<file path="src/rtl/krt_pkg.sv">
// shared types and constants for the keyed record table
package krt_pkg;

  localparam int DEPTH_DEF  = 16;
  localparam int KEY_W      = 8;
  localparam int REC_W      = 64;
  localparam int USED_W     = 5;
  localparam int OP_W       = 2;
  localparam int STATUS_W   = 2;
  localparam int IN_DATA_W  = ((REC_W + 7) / 8) * 8;
  localparam int OUT_DATA_W = ((USED_W + REC_W + 7) / 8) * 8;

  typedef enum logic [OP_W-1:0] {
    OP_ADD    = 2'd0,
    OP_DELETE = 2'd1,
    OP_READ   = 2'd2,
    OP_LIST   = 2'd3
  } op_t;

  typedef enum logic [STATUS_W-1:0] {
    ST_OK      = 2'd0,
    ST_FULL    = 2'd1,
    ST_DUP     = 2'd2,
    ST_MISSING = 2'd3
  } status_t;

  typedef enum logic [2:0] {
    S_IDLE,
    S_RD,
    S_CMP,
    S_APPEND,
    S_SH_RD,
    S_SH_WR,
    S_RESULT
  } state_t;

  typedef struct packed {
    status_t             status;
    logic [USED_W-1:0]   used_count;
    logic [REC_W-1:0]    rec;
    logic                last;
  } result_t;

endpackage

</file>
<file path="src/rtl/krt_mem.sv">
// record storage: one write port, one registered read port
module krt_mem #(
  parameter int TABLE_DEPTH = krt_pkg::DEPTH_DEF
) (
  input  logic                                clk,
  input  logic                                we,
  input  logic [$clog2(TABLE_DEPTH)-1:0]      waddr,
  input  logic [krt_pkg::REC_W-1:0]           wdata,
  input  logic [$clog2(TABLE_DEPTH)-1:0]      raddr,
  output logic [krt_pkg::REC_W-1:0]           rdata
);
  import krt_pkg::*;

  logic [REC_W-1:0] mem [TABLE_DEPTH];

  always_ff @(posedge clk) begin
    if (we) begin
      mem[waddr] <= wdata;
    end
    rdata <= mem[raddr];
  end

endmodule

</file>
<file path="src/rtl/krt_ctrl.sv">
// sequencer: linear key search, append, delete compaction and key listing
module krt_ctrl #(
  parameter int TABLE_DEPTH = krt_pkg::DEPTH_DEF
) (
  input  logic                                clk,
  input  logic                                rst,
  input  logic                                in_valid,
  output logic                                in_ready,
  input  krt_pkg::op_t                        in_op,
  input  logic [krt_pkg::REC_W-1:0]           in_rec,
  output logic                                res_valid,
  input  logic                                res_ready,
  output krt_pkg::result_t                    res,
  output logic                                mem_we,
  output logic [$clog2(TABLE_DEPTH)-1:0]      mem_waddr,
  output logic [krt_pkg::REC_W-1:0]           mem_wdata,
  output logic [$clog2(TABLE_DEPTH)-1:0]      mem_raddr,
  input  logic [krt_pkg::REC_W-1:0]           mem_rdata
);
  import krt_pkg::*;

  localparam int IDX_W = $clog2(TABLE_DEPTH);
  localparam int CNT_W = $clog2(TABLE_DEPTH + 1);

  state_t             state, state_next;
  op_t                op, op_next;
  logic [REC_W-1:0]   rec, rec_next;
  logic [IDX_W-1:0]   idx, idx_next;
  logic [CNT_W-1:0]   count, count_next;
  status_t            res_status, res_status_next;
  logic [REC_W-1:0]   res_rec, res_rec_next;
  logic               res_last, res_last_next;

  logic [CNT_W-1:0]   idx_inc;
  logic               is_last_entry;
  logic               key_hit;

  assign idx_inc       = CNT_W'(idx) + CNT_W'(1);
  assign is_last_entry = (idx_inc == count);
  assign key_hit       = (mem_rdata[KEY_W-1:0] == rec[KEY_W-1:0]);

  assign res.status     = res_status;
  assign res.used_count = USED_W'(count);
  assign res.rec        = res_rec;
  assign res.last       = res_last;

  always_ff @(posedge clk) begin
    if (rst) begin
      state <= S_IDLE;
      count <= '0;
    end else begin
      state <= state_next;
      count <= count_next;
    end
  end

  always_ff @(posedge clk) begin
    op         <= op_next;
    rec        <= rec_next;
    idx        <= idx_next;
    res_status <= res_status_next;
    res_rec    <= res_rec_next;
    res_last   <= res_last_next;
  end

  always_comb begin
    state_next      = state;
    op_next         = op;
    rec_next        = rec;
    idx_next        = idx;
    count_next      = count;
    res_status_next = res_status;
    res_rec_next    = res_rec;
    res_last_next   = res_last;
    in_ready        = 1'b0;
    res_valid       = 1'b0;
    mem_we          = 1'b0;
    mem_waddr       = idx;
    mem_wdata       = rec;
    mem_raddr       = idx;

    case (state)
      S_IDLE: begin
        in_ready = 1'b1;
        if (in_valid) begin
          op_next         = in_op;
          rec_next        = in_rec;
          idx_next        = '0;
          res_status_next = ST_OK;
          res_rec_next    = '0;
          res_last_next   = 1'b1;
          if (in_op == OP_ADD && count >= CNT_W'(TABLE_DEPTH)) begin
            res_status_next = ST_FULL;
            state_next      = S_RESULT;
          end else if (count == '0) begin
            // empty table: nothing to search
            case (in_op)
              OP_ADD:  state_next = S_APPEND;
              OP_LIST: state_next = S_RESULT;
              default: begin
                res_status_next = ST_MISSING;
                state_next      = S_RESULT;
              end
            endcase
          end else begin
            state_next = S_RD;
          end
        end
      end

      S_RD: begin
        state_next = S_CMP;
      end

      S_CMP: begin
        if (op == OP_LIST) begin
          res_rec_next    = REC_W'(mem_rdata[KEY_W-1:0]);
          res_last_next   = is_last_entry;
          res_status_next = ST_OK;
          state_next      = S_RESULT;
        end else if (key_hit) begin
          case (op)
            OP_ADD: begin
              res_status_next = ST_DUP;
              state_next      = S_RESULT;
            end
            OP_READ: begin
              res_rec_next    = mem_rdata;
              res_status_next = ST_OK;
              state_next      = S_RESULT;
            end
            default: begin
              state_next = S_SH_RD;
            end
          endcase
        end else if (is_last_entry) begin
          if (op == OP_ADD) begin
            state_next = S_APPEND;
          end else begin
            res_status_next = ST_MISSING;
            state_next      = S_RESULT;
          end
        end else begin
          idx_next   = IDX_W'(idx_inc);
          state_next = S_RD;
        end
      end

      S_APPEND: begin
        mem_we          = 1'b1;
        mem_waddr       = IDX_W'(count);
        mem_wdata       = rec;
        count_next      = count + CNT_W'(1);
        res_status_next = ST_OK;
        state_next      = S_RESULT;
      end

      // move each later entry down by one
      S_SH_RD: begin
        if (idx_inc < count) begin
          mem_raddr  = IDX_W'(idx_inc);
          state_next = S_SH_WR;
        end else begin
          count_next      = count - CNT_W'(1);
          res_status_next = ST_OK;
          state_next      = S_RESULT;
        end
      end

      S_SH_WR: begin
        mem_we     = 1'b1;
        mem_waddr  = idx;
        mem_wdata  = mem_rdata;
        idx_next   = IDX_W'(idx_inc);
        state_next = S_SH_RD;
      end

      S_RESULT: begin
        res_valid = 1'b1;
        if (res_ready) begin
          if (op == OP_LIST && !res_last) begin
            idx_next   = IDX_W'(idx_inc);
            state_next = S_RD;
          end else begin
            state_next = S_IDLE;
          end
        end
      end

      default: begin
        state_next = S_IDLE;
      end
    endcase
  end

  a_count_bound: assert property (@(posedge clk) disable iff (rst)
    count <= CNT_W'(TABLE_DEPTH))
    else $error("entry count above table depth");

  a_cmp_after_rd: assert property (@(posedge clk) disable iff (rst)
    state == S_CMP |-> $past(state) == S_RD)
    else $error("compare without a preceding read");

  a_write_states: assert property (@(posedge clk) disable iff (rst)
    mem_we |-> (state == S_APPEND || state == S_SH_WR))
    else $error("table write outside append or compaction");

  a_shift_after_read: assert property (@(posedge clk) disable iff (rst)
    state == S_SH_WR |-> $past(state) == S_SH_RD)
    else $error("compaction write without a preceding read");

endmodule

</file>
<file path="src/rtl/keyed_record_table.sv">
// top level: stream ports, output register, sequencer and record storage
// sequence: a search reads and then compares each entry in turn, an add appends after
//   a miss, a delete moves each later entry down by one, and a list returns one key
//   per result; every request ends in a result handed to the output register
// throughput: one request at a time; the next is taken once the last result of
//   the current one has moved into the output register
// reset: clears entry count and control state; table contents undefined until written
module keyed_record_table #(
  parameter int TABLE_DEPTH = krt_pkg::DEPTH_DEF
) (
  input  logic                              clk,
  input  logic                              rst,
  input  logic                              s_tvalid,
  output logic                              s_tready,
  // key, year, first_course, first_grade, second_course, second_grade,
  // third_course, third_grade
  input  logic [krt_pkg::IN_DATA_W-1:0]     s_tdata,
  // operation
  input  logic [krt_pkg::OP_W-1:0]          s_tuser,
  output logic                              m_tvalid,
  input  logic                              m_tready,
  // used_count, out_key, out_year, out_first_course, out_first_grade,
  // out_second_course, out_second_grade, out_third_course, out_third_grade
  output logic [krt_pkg::OUT_DATA_W-1:0]    m_tdata,
  // status
  output logic [krt_pkg::STATUS_W-1:0]      m_tuser,
  output logic                              m_tlast
);
  import krt_pkg::*;

  localparam int IDX_W = $clog2(TABLE_DEPTH);

  logic               res_valid;
  logic               res_ready;
  result_t            res;
  result_t            out_res;
  logic               mem_we;
  logic [IDX_W-1:0]   mem_waddr;
  logic [REC_W-1:0]   mem_wdata;
  logic [IDX_W-1:0]   mem_raddr;
  logic [REC_W-1:0]   mem_rdata;

  krt_ctrl #(
    .TABLE_DEPTH(TABLE_DEPTH)
  ) u_ctrl (
    .clk       (clk),
    .rst       (rst),
    .in_valid  (s_tvalid),
    .in_ready  (s_tready),
    .in_op     (op_t'(s_tuser)),
    .in_rec    (s_tdata[REC_W-1:0]),
    .res_valid (res_valid),
    .res_ready (res_ready),
    .res       (res),
    .mem_we    (mem_we),
    .mem_waddr (mem_waddr),
    .mem_wdata (mem_wdata),
    .mem_raddr (mem_raddr),
    .mem_rdata (mem_rdata)
  );

  krt_mem #(
    .TABLE_DEPTH(TABLE_DEPTH)
  ) u_mem (
    .clk   (clk),
    .we    (mem_we),
    .waddr (mem_waddr),
    .wdata (mem_wdata),
    .raddr (mem_raddr),
    .rdata (mem_rdata)
  );

  // output register frees the sequencer while a result waits downstream
  assign res_ready = !m_tvalid || m_tready;

  always_ff @(posedge clk) begin
    if (rst) begin
      m_tvalid <= 1'b0;
    end else if (res_ready) begin
      m_tvalid <= res_valid;
    end
  end

  always_ff @(posedge clk) begin
    if (res_valid && res_ready) begin
      out_res <= res;
    end
  end

  assign m_tdata = OUT_DATA_W'({out_res.rec, out_res.used_count});
  assign m_tuser = out_res.status;
  assign m_tlast = out_res.last;

  a_result_loaded: assert property (@(posedge clk) disable iff (rst)
    (res_valid && res_ready) |=> m_tvalid)
    else $error("result transaction lost at output register");

  a_full_count: assert property (@(posedge clk) disable iff (rst)
    (m_tvalid && m_tuser == ST_FULL) |-> m_tdata[USED_W-1:0] == USED_W'(TABLE_DEPTH))
    else $error("table full reported below depth");

  a_payload_zero: assert property (@(posedge clk) disable iff (rst)
    (m_tvalid && m_tuser != ST_OK) |-> m_tdata[OUT_DATA_W-1:USED_W] == '0)
    else $error("record bytes set on a failed request");

endmodule
</file>
<file path="config.mk">
export PLATFORM = sky130hd
export DESIGN_NAME = keyed_record_table
export DESIGN_NICKNAME = d
export VERILOG_FILES = /design/src/rtl/krt_pkg.sv /design/src/rtl/krt_mem.sv /design/src/rtl/krt_ctrl.sv /design/src/rtl/keyed_record_table.sv
export SDC_FILE = /design/constraint.sdc
export NUM_CORES = 1
export LEC_CHECK = 0
export ABC_AREA = 0
export BUFFER_PORTS_ARGS = -buffer_cell sky130_fd_sc_hd__buf_2
export CAP_MARGIN = 30
export CELL_PAD_IN_SITES_DETAIL_PLACEMENT = 0
export CELL_PAD_IN_SITES_GLOBAL_PLACEMENT = 1
export CORE_MARGIN = 2
export CORE_UTILIZATION = 40
export DETAILED_ROUTE_END_ITERATION = 10
export PLACE_DENSITY = 0.65
export RECOVER_POWER = 100
export SYNTH_ARGS = -nofsm -noshare
export SYNTH_HDL_FRONTEND = slang
export SYNTH_SLANG_ARGS = --single-unit
</file>
<file path="constraint.sdc">
create_clock -name clk -period 8.55 [get_ports clk]
set_input_delay 0 -clock clk [delete_from_list [all_inputs] [get_ports clk]]
set_output_delay 0 -clock clk [all_outputs]
set_load 0.02 [all_outputs]
</file>
[Yosys cells after proc, flatten, opt, wreduce, memory -nomap -nowiden]
Memories as Yosys holds them, arrays and structs flattened. A register that Yosys moved wholly into a read port is not among the register bits.
Index checks and enable logic that the tools add are counted.
Operators by class
  $add $sub $neg: 3
  magnitude comparators: 2
  equality and inequality tests: 24
  muxes and demuxes: 50
  reduce and logical (&&, ||, !) cells: 24
Operators by type and width (number)
  64-bit 2-to-1 mux: 5
  64-bit case mux with 2 select lines: 1
  4-bit 2-to-1 mux: 9
  3-bit 2-to-1 mux: 9
  2-bit 2-to-1 mux: 11
  3-bit case mux with 7 select lines: 1
  4-bit case mux with 4 select lines: 1
  2-bit != test (second input constant): 6
  5-bit case mux with 2 select lines: 1
  3-bit == test (second input constant): 3
  8-bit == test: 1
  1-bit 2-to-1 mux: 8
  2-bit case mux with 4 select lines: 1
  4-bit nonzero test: 2
  7-bit AND reduction: 1
  2-bit == test (second input constant): 3
  3-bit by 2-bit == test with 1-bit output (second input constant): 2
  2-bit AND reduction: 3
  6-bit AND reduction: 1
  2-bit OR reduction: 3
  4-bit by 1-bit adder with 5-bit output (second input constant): 1
  5-bit by 1-bit adder with 5-bit output (second input constant): 1
  5-bit == test: 1
  5-bit greater-or-equal comparator (second input constant): 1
  21 further kinds: 27
Word-level totals
  register bits: 218
  memory bits (writable): 1024
  input bits: 70
  output and inout port bits: 77
  logic and storage cells: 117
  memories kept: 1
Memories
  u_mem.mem: words 16, width 64, rd ports 1, clocked after memory_dff 1, write ports 1, RTL line krt_mem.sv:14  | logic [REC_W-1:0] mem [TABLE_DEPTH];

[Depth between registers and ports, before layout]
Gate-level depths: netlist of run 1.
  depth after elaboration: 7
  mapped depth: 17
  mapped depth without buffers: 11

[Hierarchy]
From an unflattened synthesis of run 1, not the netlist that was laid out.
Second synthesis, totals
  cells, all modules: 2184
  area total of the unflattened synthesis: 48367.6 um^2
By module, submodules not included
  krt_mem: instances 1, cells each 1647, area each 39581.7 um^2, seq. area each 32030.7 um^2
  krt_ctrl: instances 1, cells each 456, area each 6542.5 um^2, seq. area each 4274.1 um^2
  keyed_record_table: instances 1, cells each 81, area each 2243.4 um^2, seq. area each 2182.1 um^2

[Least setup slack after synthesis of run 1]
Ideal clock, no wire load.
  path kind: register -> register
  start: register u_ctrl.state[2]
  end: register u_ctrl.res_rec[0] (enable)
  library setup time: 487 ps
  arrival: 5514 ps
  required time: 8063 ps
  setup slack: 2550 ps
  stages on the path, launching flop included: 8
  buffers on the path: 2
  clock period less this slack: 6000 ps
  path through: dfxtp_1 -> buf_4 -> clkbuf_1 -> nor3_1 -> nand2_1 -> inv_1 -> nor2_1 -> nor2_1
Between the ends
  word-level cells in the longest chain between the ends: 3
  elaborated cells on any way between the ends: 7
  classes of those cells: eq/ne (4); reduce/logical (3)
Ends and longest elaborated chain
  from (decl): RTL line krt_ctrl.sv:25  | state_t state, state_next;
  from (signal assigned): RTL line krt_ctrl.sv:52  | state <= state_next;
  3-bit by 2-bit == test with 1-bit output or 3-bit logical NOT (tied branches): RTL line krt_ctrl.sv:82  | case (state)
  3-bit by 1-bit != test with 1-bit output (no source line) (tied with other cells)
  4-bit AND reduction (no source line) (*)
  to (signal assigned): RTL line krt_ctrl.sv:62  | res_rec <= res_rec_next;
  to (decl): RTL line krt_ctrl.sv:31  | logic [REC_W-1:0] res_rec, res_rec_next;
Every way passes the cells marked *; elsewhere a longest branch is shown, timed or not.
A chain may end at the register's enable or synchronous reset.

[Worst setup path in the final report of run 1]
  start: register u_ctrl.state[2]
  end: memory u_mem.mem[3][15] (enable)
Between the ends
  word-level cells in the longest chain between the ends: 5
  elaborated cells on any way between the ends: 7
  classes of those cells: eq/ne (2); mux (4); reduce/logical (1)
Ends and longest elaborated chain
  3-bit by 2-bit == test with 1-bit output or 3-bit == test (tied branches): RTL line krt_ctrl.sv:82
  2-bit OR reduction (no source line)
  1-bit 2-to-1 mux: RTL line krt_ctrl.sv:82
  1-bit 2-to-1 mux: RTL line krt_mem.sv:17  | if (we) begin
  1-bit 2-to-1 mux (implied by the code): RTL line krt_mem.sv:18  | mem[waddr] <= wdata;
  to (decl): RTL line krt_mem.sv:14
Parallel ways exist; a longest one is shown, timed or not.

==> impl_metrics.tcl, run 1 <==
set metrics [dict create \
    wl_per_cell_um 26.82 \
    crit_path_end_kind "flip-flop" \
    port-buffer-count 143 \
    worstPathArrival_ns 7.40 \
    cpPeakStageDelay_ns 2.06 \
    yosys.cell_types.count 67 \
    crit_required_ns 9.00 \
    ios 147 \
    hp-class "in2reg" \
    cts.sink_count 1306 \
    post_cts_buffers 0 \
    ys_seq_area_frac 0.6998 \
    nNetsFinal 3813 \
    clock_latency_ns 0.80 \
    async_flop_share 0 \
    antenna_found_initial 3 \
    cts-resized-gates 0 \
    ys_ff_latch 1306 \
    yosysMostFrequentCell "edfxtp_1" \
    ys_top_cells_by_count "1233 x edfxtp_1, 390 x nor2_1, 216 x clkbuf_1" \
    htreeDepth 4 \
    drt_iter0_drc 3477 \
    grt_pass1_vias 32561 \
    hold_viol 0 \
    synth_cells 3504 \
    dieHeight_um 374.8 \
    cellPowerDensity_nw_per_um2 355.6 \
    placed_area_um2 57830 \
    post-route-drc-count 0 \
    fin_ws_ns 1.595 \
    antenna_left 0 \
    p_total_w 0.02264 \
    wl_um 151400 \
    num_rows 136 \
    p_leak_nw 20.76 \
    drive_gt1_frac 0.1421 \
    crit_path_cell_trace "nand3_1, nor2_1, a31oi_1, clkbuf_1, nor2_4, clkbuf_1, buf_12" \
    switching_share 0.3573 \
    synth_flop_cell "edfxtp_1" \
    gp_congestion 0.7625 \
    grt_overflow_total 0 \
    worst_ir_drop_vdd_v 0.0004096 \
    tns_ns 0 \
    yosys.area.top_type "edfxtp_1" \
    cts_buffers 143 \
    core_area_um2 137000 \
    grt_max_degree 193 \
    netlist_area_um2 55000 \
    die_w_um 374.8 \
    grt_setup_unrepaired "false" \
    fmax_ghz 0.1438 \
    startpoint_type "flip-flop" \
    maxCapViolations 24 \
    status "complete, but fails checks" \
    finalSetupViolations 0 \
    fill_cells 11681 \
    viasPerCell 5.917 \
    root_buffer "clkbuf_16" \
    timing.final.crit_period_ns 6.955 \
    power.switching_w 0.008090 \
    grt_pass1_wl_um 220700 \
    power_frac_comb 0.356 \
    yosys_warnings 0 \
    dp_hpwl_um 77050 \
    final_max_slew_viol_count 800 \
    gr-usage-all-layers 0.2135 \
    p_seq_frac 0.373 \
    vias 33396 \
    dp_slack_ns 2.947 \
    start_util 0.4015 \
    cts_tree "yes" \
    postCtsHoldBufs 137 \
    skew_ns 0.03762 \
    intPower_w 0.01455 \
    path_class "reg2reg" \
    die_area_um2 140500 \
    slew_headroom -1.522 \
    cpMostUsedCell "clkbuf_1" \
    avgSynthCellArea_um2 15.70 \
    synth-edff-count 1233 \
    tightest_slew_ns 3.784 \
    hold-worst-slack_ns 0.1297 \
    critPathMaxFanout 36 \
    period_share 0.8134 \
    r2r_slack_ns 1.60 \
    ys_top_cells_by_area "edfxtp_1 67%, mux4_2 7.0%, mux2i_1 3.7%" \
    synth_top_area_share 0.6732 \
    violations "max-capacitance violations, max-slew violations" \
    p_clk_frac 0.271 \
    dr.pass1.iters 5 \
    path_clk_slew_ns 0.06 \
    cp_slowest_cell "nand3_1" \
    stdcell_area_um2 63670 \
    clockBufferDepth 3 \
    area_delta_synth_final_pct 15.77 \
]
[worst paths after layout]
path                                    endpoint  depth (start not counted)                from
worst max-delay path            u_mem.mem[3][15]                          7     u_ctrl.state[2]
worst min-delay path                    m_tvalid                          4            m_tready
worst max register to register  u_mem.mem[3][15]                          7     u_ctrl.state[2]
worst min register to register       m_tdata[39]                          0  u_ctrl.res_rec[34]
[stage by stage]
step           utilization  std cells
3_3_place_gp        0.4215       5234
2_1_floorplan            -       3506
3_5_place_dp        0.4222       5239
6_report            0.4648       5644
5_1_grt             0.4648       5643
4_1_cts             0.4664       5641
[routing by layer]
| metal | up-vias | global-route usage | wire length (um) | part of all wire |
|---|---|---|---|---|
| met5 | - | 0 | 10 | 0.000066 |
| li1 | 14622 | - | - | - |
| met1 | 17295 | 0.3034 | 66740 | 0.44 |
| met4 | 2 | 0.05851 | 3435 | 0.023 |
| met3 | 224 | 0.03678 | 10560 | 0.070 |
| met2 | 1253 | 0.3392 | 70650 | 0.47 |
[registers in the layout, summed over array words and instances (netlist names)]
name	flops
u_ctrl.rec	64
u_ctrl.res_last	1
u_ctrl.count	5
u_ctrl.res_rec	64
u_ctrl.idx	4
u_mem.mem	1024
u_mem.rdata	64
m_tlast	1
m_tdata	69
m_tvalid	1
u_ctrl.op	2
u_ctrl.res_status	2
m_tuser	2
u_ctrl.state	3
[worst max-delay path: cells and delay by family (launching register included)]
family,cells,cell delay [ns]
buffers and inverters,3,2.39
DFF,1,0.66
AOI/OAI and AO/OA,1,0.11
and+or+nand+nor,3,3.35
[cells in the final DEF (no fill, tap or decap), types with 26 or more instances in the layout]
cell type	instances
a21oi_1	160
or3_1	34
nor3_1	99
mux2_1	64
o22ai_1	74
mux2i_1	202
and2_1	38
or4_1	26
edfxtp_1	1233
and2_0	48
nor2_1	378
a221oi_1	139
buf_4	34
o221ai_1	125
nand2_1	47
dfxtp_1	73
clkinv_2	26
dlygate4sd3_1	137
clkbuf_16	143
clkbuf_1	126
buf_2	66
o21ai_0	68
mux4_2	171
[power groups by stage]
stage               Clock [W]  Combinational, W  Sequential [W]
floorplan                   0           0.00562         0.00840
global placement            0           0.00797         0.00857
detailed placement          0           0.00806         0.00855
CTS                   0.00625           0.00814         0.00843
global route          0.00649           0.00873         0.00850
finish                0.00613           0.00807         0.00845
[layout make-up]
cell class,instances,area [um^2],share of cell area
multi-input combinational,1911,15530,0.2439
antenna,1,2.502,0.00003930
clock buffer,192,3913,0.06145
tap,1794,2245,0.03525
inverter,17,67.56,0.001061
timing repair buffer,350,2655,0.04170
sequential,1306,38490,0.6045
clock inverter,73,774.5,0.01216
[cells by family after synthesis]
group	share of synthesized area
DFF	0.6998
and+or+nand+nor	0.06513
AOI/OAI and AO/OA	0.08749
muxes	0.1207
buffers and inverters	0.02095
xor gates and xnor gates	0.002548
adders and majority gates	0.003322
other	0.00006818
No activity file was read; power rests on OpenSTA's default activity.
==> inputs of run 2 (changes only) <==
==> constraint.sdc (replaced) <==
create_clock -name clk -period 7.2 [get_ports clk]
set_input_delay 0 -clock clk [delete_from_list [all_inputs] [get_ports clk]]
set_output_delay 0 -clock clk [all_outputs]
set_load 0.02 [all_outputs]
==> run 2 against run 1 <==
  * The run still ends with max-capacitance violations, max-slew violations left
  * Non-clock buffer count increased by 12
  * Register-to-register slack lost 0.52 ns
  * Hold slack lost 0.078 ns
  * Combinational power grew 18%
  * Clock skew down 0.0095 ns
  * Clock power up 14%
  * Design area shrank 0.20%
  * Cell count rose by 0.14%
  * Die area stayed put
  * Sequential power rose by 18%
  * Critical path depth fell by 2
  * Sequential share of layout area grew 0.12 points
  * Critical path type unchanged
  * Largest power group unchanged
  * Highest routed layer is now met4
==> impl_metrics.tcl, run 2 (synthesized netlist as in run 1, its figures left out) <==
set metrics [dict create \
    grt_max_degree 202 \
    hold_viol 0 \
    maxCapViolations 13 \
    crit_required_ns 7.61 \
    hp-class "in2reg" \
    slew_headroom -1.660 \
    period_share 0.8512 \
    cts.sink_count 1306 \
    hold_depth 3 \
    start_util 0.4015 \
    grt_setup_unrepaired "false" \
    gp_congestion 0.7832 \
    worst_ir_drop_vdd_v 0.0003796 \
    root_buffer "clkbuf_16" \
    reg2reg_depth 5 \
    core_area_um2 137000 \
    grt_pass1_vias 32618 \
    vias 33281 \
    port-buffer-count 143 \
    layout_common_cells "1233 x edfxtp_1, 374 x nor2_1, 202 x mux2i_1" \
    fill_cells 11796 \
    grt_pass1_wl_um 218800 \
    cts-resized-gates 0 \
    cts_tree "yes" \
    tns_ns 0 \
    layout_commonest_cell "edfxtp_1" \
    post_cts_buffers 0 \
    p_total_w 0.02658 \
    gr-usage-all-layers 0.2122 \
    stdcell_area_um2 63540 \
    postCtsHoldBufs 136 \
    final_max_slew_viol_count 472 \
    crit_path_cell_trace "inv_1, nand3_1, clkbuf_1, clkbuf_2, mux2_1" \
    grt_overflow_total 0 \
    ios 147 \
    cpPeakStageDelay_ns 2.72 \
    cp_slowest_cell "clkbuf_1" \
    clock_latency_ns 0.78 \
    timing.final.crit_period_ns 6.129 \
    clockBufferDepth 3 \
    antenna_left 0 \
    path_class "reg2reg" \
    violations "max-capacitance violations, max-slew violations" \
    num_rows 136 \
    dp_hpwl_um 78190 \
    dr.pass1.iters 6 \
    path_delay_family "buffers and inverters" \
    wl_per_cell_um 26.51 \
    drive_gt1_frac 0.1435 \
    worstPathArrival_ns 6.54 \
    path_clk_slew_ns 0.06 \
    wl_um 149800 \
    fmax_ghz 0.1632 \
    largest_reg_flops 1024 \
    finalSetupViolations 0 \
    status "complete, but fails checks" \
    nNetsFinal 3823 \
    path_depth 5 \
    viasPerCell 5.888 \
    skew_ns 0.02811 \
    p_leak_nw 20.73 \
    placed_area_um2 57980 \
    tightest_slew_ns 3.989 \
    crit_path_end_kind "flip-flop" \
    cp_num_buf_inv 3 \
    drt_iter0_drc 3246 \
    htreeDepth 4 \
    die_w_um 374.8 \
    startpoint_type "flip-flop" \
    area_delta_synth_final_pct 15.54 \
    post-route-drc-count 0 \
    critPathMaxFanout 43 \
    antenna_found_initial 8 \
    dieHeight_um 374.8 \
    cts_buffers 141 \
    cellPowerDensity_nw_per_um2 418.4 \
    top_register "u_mem.mem" \
    die_area_um2 140500 \
]
[run 2: changes by cell type in the layout (fill, tap and decap cells not counted), sizes merged]
cell / previous run / this run
buf: 115 / 128
clkbuf: 290 / 295
inv: 28 / 24
bufinv: 9 / 6
clkinv: 50 / 47
diode: 1 / 3
clkinvlp: 3 / 2
dlygate4sd3: 137 / 136
[run 2: layout make-up]
class / count / area (um^2) / area share
diodes: 3 / 7.507 / 0.0001181
multi-input cells: 1911 / 15540 / 0.2445
flip-flops and latches: 1306 / 38490 / 0.6057
clock buffers: 197 / 3996 / 0.06289
inverters: 17 / 67.56 / 0.001063
clock inverters: 62 / 465.4 / 0.007325
well taps: 1794 / 2245 / 0.03532
repair buffers: 362 / 2736 / 0.04306
[run 2: worst paths after layout]
kind / start / to / slack (ns)
worst min register to register: u_ctrl.res_rec[32] / m_tdata[37] / 0.42
worst max register to register: u_ctrl.state[1] / u_mem.mem[6][9] / 1.07
worst max-delay path: u_ctrl.state[1] / u_mem.mem[6][9] / 1.07
worst min-delay path: rst / u_ctrl.count[4] / 0.05
[run 2: metrics by stage]
stage          hold slack [ns]    util  std cells  setup slack, ns
2_1_floorplan          0.09887       -       3506            1.200
3_3_place_gp            0.1770  0.4220       5245            1.867
3_5_place_dp            0.1781  0.4233       5253            2.036
4_1_cts             0.00009592  0.4658       5648            1.993
5_1_grt                0.05762  0.4638       5649           0.8469
6_report               0.05128  0.4639       5652            1.071
[run 2: worst reg2reg max path, delay by kind of cell (launching register included)]
family | cells | cell delay, ns
multiplexers | 1 | 0.69
buffers and inverters | 3 | 4.27
flip-flops | 1 | 0.57
AND/OR/NAND/NOR | 1 | 0.23
[run 2: power breakdown]
group | leakage, nW | switching, W | internal, W
Clock | 2.20 | 0.00291 | 0.00408
Combinational | 6.73 | 0.00606 | 0.00349
Sequential | 11.8 | 0.000421 | 0.00961
Total | 20.7 | 0.00939 | 0.0172
[run 2: routing by layer]
metal,global-route usage,part of all wire,vias up
met5,0,0,-
met4,0.06003,0.023,0
met3,0.04338,0.077,218
met2,0.3345,0.46,1215
met1,0.2985,0.44,17221
li1,-,-,14627
